File: src/rtl/kwm_pkg.sv
// Shared constants, state encoding and control structs of the k-way merge.
package kwm_pkg;

    localparam int NUM_LISTS   = 8;
    localparam int STORE_DEPTH = 64;

    localparam int VALUE_W   = 16;
    localparam int INDEX_W   = 3;
    localparam int LIST_W    = (NUM_LISTS > 1) ? $clog2(NUM_LISTS) : 1;
    localparam int ADDR_W    = (STORE_DEPTH > 1) ? $clog2(STORE_DEPTH) : 1;
    localparam int CNT_W     = $clog2(STORE_DEPTH + 1);
    localparam int S_TDATA_W = 24;
    localparam int M_TDATA_W = 24;

    typedef enum logic [1:0] {
        ST_IDLE,
        ST_PICK,
        ST_LINK,
        ST_VAL
    } state_t;

    typedef struct packed {
        logic append;
        logic pick;
        logic link;
        logic value;
        logic emit_empty;
        logic clear;
    } cmd_t;

    typedef struct packed {
        logic fill_zero;
        logic out_free;
    } status_t;

endpackage

File: src/rtl/kwm_ram.sv
// Generic single-write, single-read RAM with registered read data.
module kwm_ram #(
    parameter int WIDTH = 16,
    parameter int DEPTH = 64,
    localparam int AW = (DEPTH > 1) ? $clog2(DEPTH) : 1
) (
    input  logic             clk,
    input  logic             we,
    input  logic [AW-1:0]    waddr,
    input  logic [WIDTH-1:0] wdata,
    input  logic [AW-1:0]    raddr,
    output logic [WIDTH-1:0] rdata
);

    logic [WIDTH-1:0] mem [DEPTH];

    always_ff @(posedge clk)
    begin
        if (we)
        begin
            mem[waddr] <= wdata;
        end
        rdata <= mem[raddr];
    end

endmodule

File: src/rtl/kwm_datapath.sv
// Datapath of the k-way merge: list store, head registers, minimum select, result register.
module kwm_datapath (
    input  logic                           clk,
    input  logic                           rst_n,
    input  kwm_pkg::cmd_t                  cmd,
    input  logic [kwm_pkg::INDEX_W-1:0]    list_index,
    input  logic [kwm_pkg::VALUE_W-1:0]    value,
    input  logic                           m_tready,
    output kwm_pkg::status_t               status,
    output logic                           out_valid,
    output logic [kwm_pkg::VALUE_W-1:0]    value_res,
    output logic [kwm_pkg::INDEX_W-1:0]    source_list,
    output logic                           last,
    output logic                           empty_res,
    output logic                           overflow
);

    import kwm_pkg::*;

    logic [ADDR_W-1:0]         head_ptr_reg [NUM_LISTS];
    logic [ADDR_W-1:0]         tail_ptr_reg [NUM_LISTS];
    logic signed [VALUE_W-1:0] head_val_reg [NUM_LISTS];
    logic [CNT_W-1:0]          count_reg    [NUM_LISTS];
    logic [CNT_W-1:0]          fill_reg;
    logic                      dropped_reg;
    logic [LIST_W-1:0]         best_reg;

    logic                      out_valid_reg;
    logic [VALUE_W-1:0]        out_value_reg;
    logic [INDEX_W-1:0]        out_src_reg;
    logic                      out_last_reg;
    logic                      out_empty_reg;
    logic                      out_ovf_reg;

    logic                      idx_ok;
    logic                      fill_full;
    logic                      app_ok;
    logic [LIST_W-1:0]         li;
    logic [ADDR_W-1:0]         slot;

    logic                      node_vld [2**LIST_W];
    logic signed [VALUE_W-1:0] node_val [2**LIST_W];
    logic [LIST_W-1:0]         node_idx [2**LIST_W];
    logic [LIST_W-1:0]         best;
    logic signed [VALUE_W-1:0] best_val;

    logic                      link_we;
    logic [ADDR_W-1:0]         link_rdata;
    logic [VALUE_W-1:0]        val_rdata;

    assign idx_ok    = 32'(list_index) < NUM_LISTS;
    assign fill_full = fill_reg == CNT_W'(STORE_DEPTH);
    assign li        = LIST_W'(list_index);
    assign app_ok    = cmd.append && idx_ok && !fill_full;
    assign slot      = ADDR_W'(fill_reg);
    assign link_we   = app_ok && (count_reg[li] != '0);

    always_comb
    begin
        for (int i = 0; i < 2**LIST_W; i++)
        begin
            node_vld[i] = 1'b0;
            node_val[i] = '0;
            node_idx[i] = LIST_W'(i);
            if (i < NUM_LISTS)
            begin
                node_vld[i] = count_reg[i] != '0;
                node_val[i] = head_val_reg[i];
            end
        end
        for (int step = 1; step < 2**LIST_W; step = step * 2)
        begin
            for (int i = 0; i < 2**LIST_W; i = i + 2 * step)
            begin
                if (node_vld[i + step] &&
                    (!node_vld[i] || (node_val[i + step] < node_val[i])))
                begin
                    node_vld[i] = 1'b1;
                    node_val[i] = node_val[i + step];
                    node_idx[i] = node_idx[i + step];
                end
            end
        end
        best     = node_idx[0];
        best_val = node_val[0];
    end

    kwm_ram #(
        .WIDTH (VALUE_W),
        .DEPTH (STORE_DEPTH)
    ) u_value_ram (
        .clk   (clk),
        .we    (app_ok),
        .waddr (slot),
        .wdata (value),
        .raddr (link_rdata),
        .rdata (val_rdata)
    );

    kwm_ram #(
        .WIDTH (ADDR_W),
        .DEPTH (STORE_DEPTH)
    ) u_link_ram (
        .clk   (clk),
        .we    (link_we),
        .waddr (tail_ptr_reg[li]),
        .wdata (slot),
        .raddr (head_ptr_reg[best]),
        .rdata (link_rdata)
    );

    always_ff @(posedge clk or negedge rst_n)
    begin
        if (!rst_n)
        begin
            for (int i = 0; i < NUM_LISTS; i++)
            begin
                count_reg[i] <= '0;
            end
            fill_reg      <= '0;
            dropped_reg   <= 1'b0;
            out_valid_reg <= 1'b0;
        end
        else
        begin
            if (cmd.append)
            begin
                if (app_ok)
                begin
                    count_reg[li] <= count_reg[li] + 1'b1;
                    fill_reg      <= fill_reg + 1'b1;
                end
                else
                begin
                    dropped_reg <= 1'b1;
                end
            end
            if (cmd.pick)
            begin
                count_reg[best] <= count_reg[best] - 1'b1;
                fill_reg        <= fill_reg - 1'b1;
            end
            if (cmd.clear)
            begin
                for (int i = 0; i < NUM_LISTS; i++)
                begin
                    count_reg[i] <= '0;
                end
                fill_reg    <= '0;
                dropped_reg <= 1'b0;
            end
            if (cmd.pick || cmd.emit_empty)
            begin
                out_valid_reg <= 1'b1;
            end
            else if (m_tready)
            begin
                out_valid_reg <= 1'b0;
            end
        end
    end

    always_ff @(posedge clk)
    begin
        if (app_ok)
        begin
            tail_ptr_reg[li] <= slot;
            if (count_reg[li] == '0)
            begin
                head_ptr_reg[li] <= slot;
                head_val_reg[li] <= value;
            end
        end
        if (cmd.pick)
        begin
            best_reg      <= best;
            out_value_reg <= best_val;
            out_src_reg   <= INDEX_W'(best);
            out_last_reg  <= fill_reg == CNT_W'(1);
            out_empty_reg <= 1'b0;
            out_ovf_reg   <= dropped_reg;
        end
        if (cmd.emit_empty)
        begin
            out_value_reg <= '0;
            out_src_reg   <= '0;
            out_last_reg  <= 1'b1;
            out_empty_reg <= 1'b1;
            out_ovf_reg   <= dropped_reg;
        end
        if (cmd.link)
        begin
            head_ptr_reg[best_reg] <= link_rdata;
        end
        if (cmd.value)
        begin
            head_val_reg[best_reg] <= val_rdata;
        end
    end

    assign status.fill_zero = fill_reg == '0;
    assign status.out_free  = !out_valid_reg || m_tready;

    assign out_valid   = out_valid_reg;
    assign value_res   = out_value_reg;
    assign source_list = out_src_reg;
    assign last        = out_last_reg;
    assign empty_res   = out_empty_reg;
    assign overflow    = out_ovf_reg;

endmodule

File: src/rtl/kwm_ctrl.sv
// Controller of the k-way merge: load phase and the pick, link, value merge loop.
module kwm_ctrl (
    input  logic              clk,
    input  logic              rst_n,
    input  logic              in_valid,
    input  logic              kind,
    input  kwm_pkg::status_t  status,
    output logic              in_ready,
    output kwm_pkg::cmd_t     cmd
);

    import kwm_pkg::*;

    state_t state_reg;
    state_t state_next;

    always_ff @(posedge clk or negedge rst_n)
    begin
        if (!rst_n)
        begin
            state_reg <= ST_IDLE;
        end
        else
        begin
            state_reg <= state_next;
        end
    end

    always_comb
    begin
        state_next = state_reg;
        case (state_reg)
            ST_IDLE:
            begin
                if (in_valid && kind)
                begin
                    state_next = ST_PICK;
                end
            end
            ST_PICK:
            begin
                if (status.out_free)
                begin
                    state_next = status.fill_zero ? ST_IDLE : ST_LINK;
                end
            end
            ST_LINK:
            begin
                state_next = ST_VAL;
            end
            ST_VAL:
            begin
                state_next = status.fill_zero ? ST_IDLE : ST_PICK;
            end
            default:
            begin
                state_next = ST_IDLE;
            end
        endcase
    end

    always_comb
    begin
        in_ready       = 1'b0;
        cmd            = '0;
        case (state_reg)
            ST_IDLE:
            begin
                in_ready   = 1'b1;
                cmd.append = in_valid && !kind;
            end
            ST_PICK:
            begin
                cmd.emit_empty = status.out_free && status.fill_zero;
                cmd.clear      = status.out_free && status.fill_zero;
                cmd.pick       = status.out_free && !status.fill_zero;
            end
            ST_LINK:
            begin
                cmd.link = 1'b1;
            end
            ST_VAL:
            begin
                cmd.value = 1'b1;
                cmd.clear = status.fill_zero;
            end
            default:
            begin
                cmd = '0;
            end
        endcase
    end

endmodule

File: src/rtl/k_way_sorted_merge.sv
// Top level of the k-way sorted merge.
// Append items (tuser 0) load up to eight ascending lists into a shared 64-entry store, one
// item per cycle; appends to a full store are dropped and flagged on the results of the run.
// A finish item (tuser 1) starts the merge: each result takes a pick, link and value step
// (select the smallest head, read its link, read the next head value from the store RAMs),
// and the pick waits while the result register is not drained. No input is taken until the
// last result is loaded. A finish with nothing loaded gives a single result flagged empty.
module k_way_sorted_merge (
    input  logic                            clk,
    input  logic                            rst_n,
    input  logic                            s_tvalid,
    output logic                            s_tready,
    input  logic [kwm_pkg::S_TDATA_W-1:0]   s_tdata,   // list_index[2:0], value[18:3]
    input  logic [0:0]                      s_tuser,   // kind[0]
    output logic                            m_tvalid,
    input  logic                            m_tready,
    output logic [kwm_pkg::M_TDATA_W-1:0]   m_tdata,   // value_res[15:0], source_list[18:16]
    output logic                            m_tlast,
    output logic [1:0]                      m_tuser    // empty_res[0], overflow[1]
);

    import kwm_pkg::*;

    cmd_t               cmd;
    status_t            status;
    logic               in_valid;
    logic [VALUE_W-1:0] value_res;
    logic [INDEX_W-1:0] source_list;

    assign in_valid = s_tvalid;

    kwm_ctrl u_ctrl (
        .clk      (clk),
        .rst_n    (rst_n),
        .in_valid (in_valid),
        .kind     (s_tuser[0]),
        .status   (status),
        .in_ready (s_tready),
        .cmd      (cmd)
    );

    kwm_datapath u_datapath (
        .clk         (clk),
        .rst_n       (rst_n),
        .cmd         (cmd),
        .list_index  (s_tdata[INDEX_W-1:0]),
        .value       (s_tdata[INDEX_W+VALUE_W-1:INDEX_W]),
        .m_tready    (m_tready),
        .status      (status),
        .out_valid   (m_tvalid),
        .value_res   (value_res),
        .source_list (source_list),
        .last        (m_tlast),
        .empty_res   (m_tuser[0]),
        .overflow    (m_tuser[1])
    );

    assign m_tdata = {(M_TDATA_W - VALUE_W - INDEX_W)'(0), source_list, value_res};

    assert property (@(posedge clk) disable iff (!rst_n)
        m_tvalid && m_tuser[0] |-> m_tlast)
        else $error("empty result without last");

    assert property (@(posedge clk) disable iff (!rst_n)
        s_tvalid && s_tready && !s_tuser[0] |=> !$rose(m_tvalid))
        else $error("result raised after an append");

    assert property (@(posedge clk) disable iff (!rst_n)
        cmd.pick |=> cmd.link ##1 cmd.value)
        else $error("merge step sequence broken");

    assert property (@(posedge clk) disable iff (!rst_n)
        cmd.pick |-> !status.fill_zero && status.out_free)
        else $error("pick without pending element or free result register");

endmodule

File: config.mk
export PLATFORM = sky130hd
export DESIGN_NAME = k_way_sorted_merge
export DESIGN_NICKNAME = d
export VERILOG_FILES = /design/src/rtl/kwm_pkg.sv /design/src/rtl/kwm_ram.sv /design/src/rtl/kwm_datapath.sv /design/src/rtl/kwm_ctrl.sv /design/src/rtl/k_way_sorted_merge.sv
export SDC_FILE = /design/constraint.sdc
export NUM_CORES = 2
export LEC_CHECK = 0
export BUFFER_PORTS_ARGS = -buffer_cell sky130_fd_sc_hd__buf_4
export CORE_MARGIN = 4
export CORE_UTILIZATION = 55
export DETAILED_ROUTE_END_ITERATION = 6
export GPL_ROUTABILITY_DRIVEN = 0
export PLACE_DENSITY = 0.71
export SYNTH_ARGS = -nofsm -noshare
export SYNTH_HDL_FRONTEND = slang
export SYNTH_HIERARCHICAL = 1
export SYNTH_SLANG_ARGS = --single-unit
File: constraint.sdc
create_clock -name clk -period 11.15 [get_ports clk]
set_input_delay 1.115 -clock clk [delete_from_list [all_inputs] [get_ports clk]]
set_output_delay 1.115 -clock clk [all_outputs]
set_load 0.005 [all_outputs]
==> results.sh <==
export IMPL_chipHeight_microns=379
export IMPL_synth_top_family_by_area="multiplexers"
export IMPL_num_fill_cells=9627
export IMPL_rsz0062_at_grt="false"
export IMPL_critPathCaptureType="register"
export IMPL_ant_nets=0
export IMPL_grt_usage=0.260
export IMPL_reg2reg_depth=38
export IMPL_holdBufCountCts=0
export IMPL_dp_hpwl_microns=111000
export IMPL_yosysMostFrequentCell="edfxtp_1"
export IMPL_whs_endpoint="u_datapath/empty_res"
export IMPL_drv_slew=0
export IMPL_crit_type="register to register"
export IMPL_yosys_warnings=6
export IMPL_slowest_stage="or4_4"
export IMPL_max_freq_mhz=94.2
export IMPL_hold_viol_final=0
export IMPL_worstPathArrival_ns=11.34
export IMPL_synth_avg_cell_area_sq_um=17.0
export IMPL_setup_tns_ns=0
export IMPL_clockBufferDepth=3
export IMPL_ys_top_cells_by_count="edfxtp_1 (1636), mux4_2 (327), nor2_1 (256), mux2_2 (233), nand2_1 (230)"
export IMPL_crit_fanout=27
export IMPL_rows=135
export IMPL_syn_inst=4449
export IMPL_drt_iter0_markers=5238
export IMPL_cts_reportedPaths_clkPinSlew_ns=0.06
export IMPL_die_area_sq_um=144000
export IMPL_ys_ff_latch=1746
export IMPL_met1Wirelength_microns=74100
export IMPL_min_delay_start="u_datapath/empty_res"
export IMPL_r2r_end="u_datapath/u_link_ram/rdata[4]"
export IMPL_period_needed_ns=10.62
export IMPL_drive_gt1_frac=0.228
export IMPL_antenna_found_initial=1
export IMPL_synthXorXnorAreaFrac=0.00139
export IMPL_initial_core_util=0.556
export IMPL_dr_wl_met3_microns=16100
export IMPL_ys_types=107
export IMPL_synth_adder_area_share=0.0185
export IMPL_async_reset_ff_frac=0.0384
export IMPL_yosysTopAreaCellShare=0.650
export IMPL_fp_coreArea_sq_um=136000
export IMPL_route_met2_wl_microns=88100
export IMPL_grt_overflow=0
export IMPL_synth_largest_area_cell="edfxtp_1"
export IMPL_clock_sinks=1746
export IMPL_cts_tree="yes"
export IMPL_place_area_sq_um=78000
export IMPL_seq_area_frac_synth=0.683
export IMPL_finalClockSkew_ns=0.0390
export IMPL_synth_edf_count=1636
export IMPL_synth_top_flop_cell="edfxtp_1"
export IMPL_finalInstanceArea_sq_um=83900
export IMPL_worstHoldPathType="register to register"
export IMPL_ios=58
export IMPL_grt_pass1_wl_microns=276000
export IMPL_maxCapViolCount=0
export IMPL_largest_register_ffs=1024
export IMPL_start_kind="register"
export IMPL_highest_layer="met4"
export IMPL_htree_levels=4
export IMPL_synth_compound_area_share=0.0576
export IMPL_grt_max_degree=109
export IMPL_holdPathStages=1
export IMPL_r2r_start="u_datapath/head_val_reg[3][15]"
export IMPL_cp_top_family="compound AO/OA/AOI/OAI gates"
export IMPL_crit_required_ns=11.88
export IMPL_synth_area_leaders="edfxtp_1 (65%), mux4_2 (9.7%), mux2_2 (3.5%)"
export IMPL_synth_simple_area_share=0.0564
export IMPL_finalSetupViolCount=0
export IMPL_synthMuxAreaShare=0.159
export IMPL_layout_nets=4712
export IMPL_max_slew_margin=0.117
export IMPL_utilization=0.617
export IMPL_synth_area_sq_um=75600
export IMPL_drc_errors=0
export IMPL_dr_pass1_iters=6
export IMPL_outcome="finished, final reports clean"
export IMPL_die_width_microns=379
export IMPL_via_per_inst=6.55
export IMPL_wl_per_cell_microns=28.6
export IMPL_cp_buffers_inverters=7
export IMPL_grt_pass1_vias=41700
export IMPL_wirelength_microns=186000
export IMPL_clk_latency_ns=0.80
export IMPL_num_vias=42600
export IMPL_max_stage_delay_ns=0.60
export IMPL_finalCritPeriodShare=0.952
export IMPL_port_buffers=47
export IMPL_root_buffer="clkbuf_16"
export IMPL_path_common_cell="buf_4"
export IMPL_area_delta_synth_final_pct=10.9
export IMPL_ff2ff_setup_slack_ns=0.53
export IMPL_cts_buffers=174
export IMPL_tightest_slew_ns=1.32
## layout by cell type, fill, tap and decap left out, types with 111 or more instances in the layout
| cell type | n |
|---|---|
| a21oi_1 | 111 |
| buf_4 | 184 |
| clkbuf_16 | 176 |
| edfxtp_1 | 1636 |
| ha_1 | 112 |
| mux2_2 | 233 |
| mux2i_1 | 173 |
| mux4_2 | 327 |
| nand2_1 | 227 |
| nor2_1 | 254 |
## how the worst max path moves through the flow
stage / from / cells after the start / end / slack (ns)
after CTS: u_datapath/head_val_reg[5][9] / 38 / u_datapath/u_link_ram/rdata[2] / 0.46
final: u_datapath/head_val_reg[3][15] / 38 / u_datapath/u_link_ram/rdata[4] / 0.53
after global routing: u_datapath/head_val_reg[3][15] / 37 / u_datapath/u_link_ram/rdata[4] / 0.002
after detailed placement: u_datapath/head_val_reg[5][15] / 38 / u_datapath/u_link_ram/rdata[2] / 0.51
after global placement: u_datapath/head_val_reg[5][15] / 38 / u_datapath/u_link_ram/rdata[2] / 0.69
after floorplan: u_datapath/head_val_reg[1][15] / 38 / u_datapath/u_link_ram/rdata[0] / 1.26
## worst register-to-register path: cells and delay by family (launching register included)
family | cells | cell delay (ns)
AO/OA/AOI/OAI | 15 | 3.73
flip-flops | 1 | 0.39
buffers and inverters | 7 | 1.87
multiplexers | 4 | 1.53
AND/OR/NAND/NOR | 9 | 2.08
adder cells (fa/ha/maj) | 3 | 0.97
## repair_timing
item | 4_1_cts | 5_1_grt
hold endpoints to repair | 0 | 0
setup endpoints to repair | 0 | 12
resized for setup | 0 | 2
buffers inserted | 0 | 0
## cell families (layout without fill, tap and decap cells)
kind of cell               after synthesis  in the layout
DFF                                   1746           1746
and+or+nand+nor                        868            868
muxes                                  744            744
AOI/OAI and AO/OA                      608            608
buffers and inverters                  358            622
adders and majority gates              112            112
xor gates and xnor gates                12             12
other                                    1              6
## layer usage
layer,vias up,global-route usage
li1,18200,-
met1,21900,0.362
met2,2137,0.411
met3,416,0.0512
met4,0,0.0973
met5,-,0
## per-stage QoR
step                hold slack [ns]  std cells  worst slack (ns)
floorplan                     0.426       4453              1.26
global placement              0.440       6176             0.686
detailed placement            0.449       6176             0.514
CTS                           0.461       6498             0.461
global route                  0.479       6498           0.00175
finish                        0.461       6499             0.534
## layout make-up
type / count / area (sq um) / area share
tap: 1781 / 2230 / 0.0266
inverter: 112 / 423 / 0.00504
clock inverter: 90 / 1090 / 0.0130
clock buffer: 232 / 4740 / 0.0566
timing repair buffer: 188 / 1460 / 0.0174
multi-input combinational: 2349 / 22200 / 0.265
sequential: 1746 / 51700 / 0.616
antenna: 1 / 2.50 / 0.0000298
Power is not shown: default switching activity piles up to over one toggle a cycle in this logic, so the estimate is an artifact.
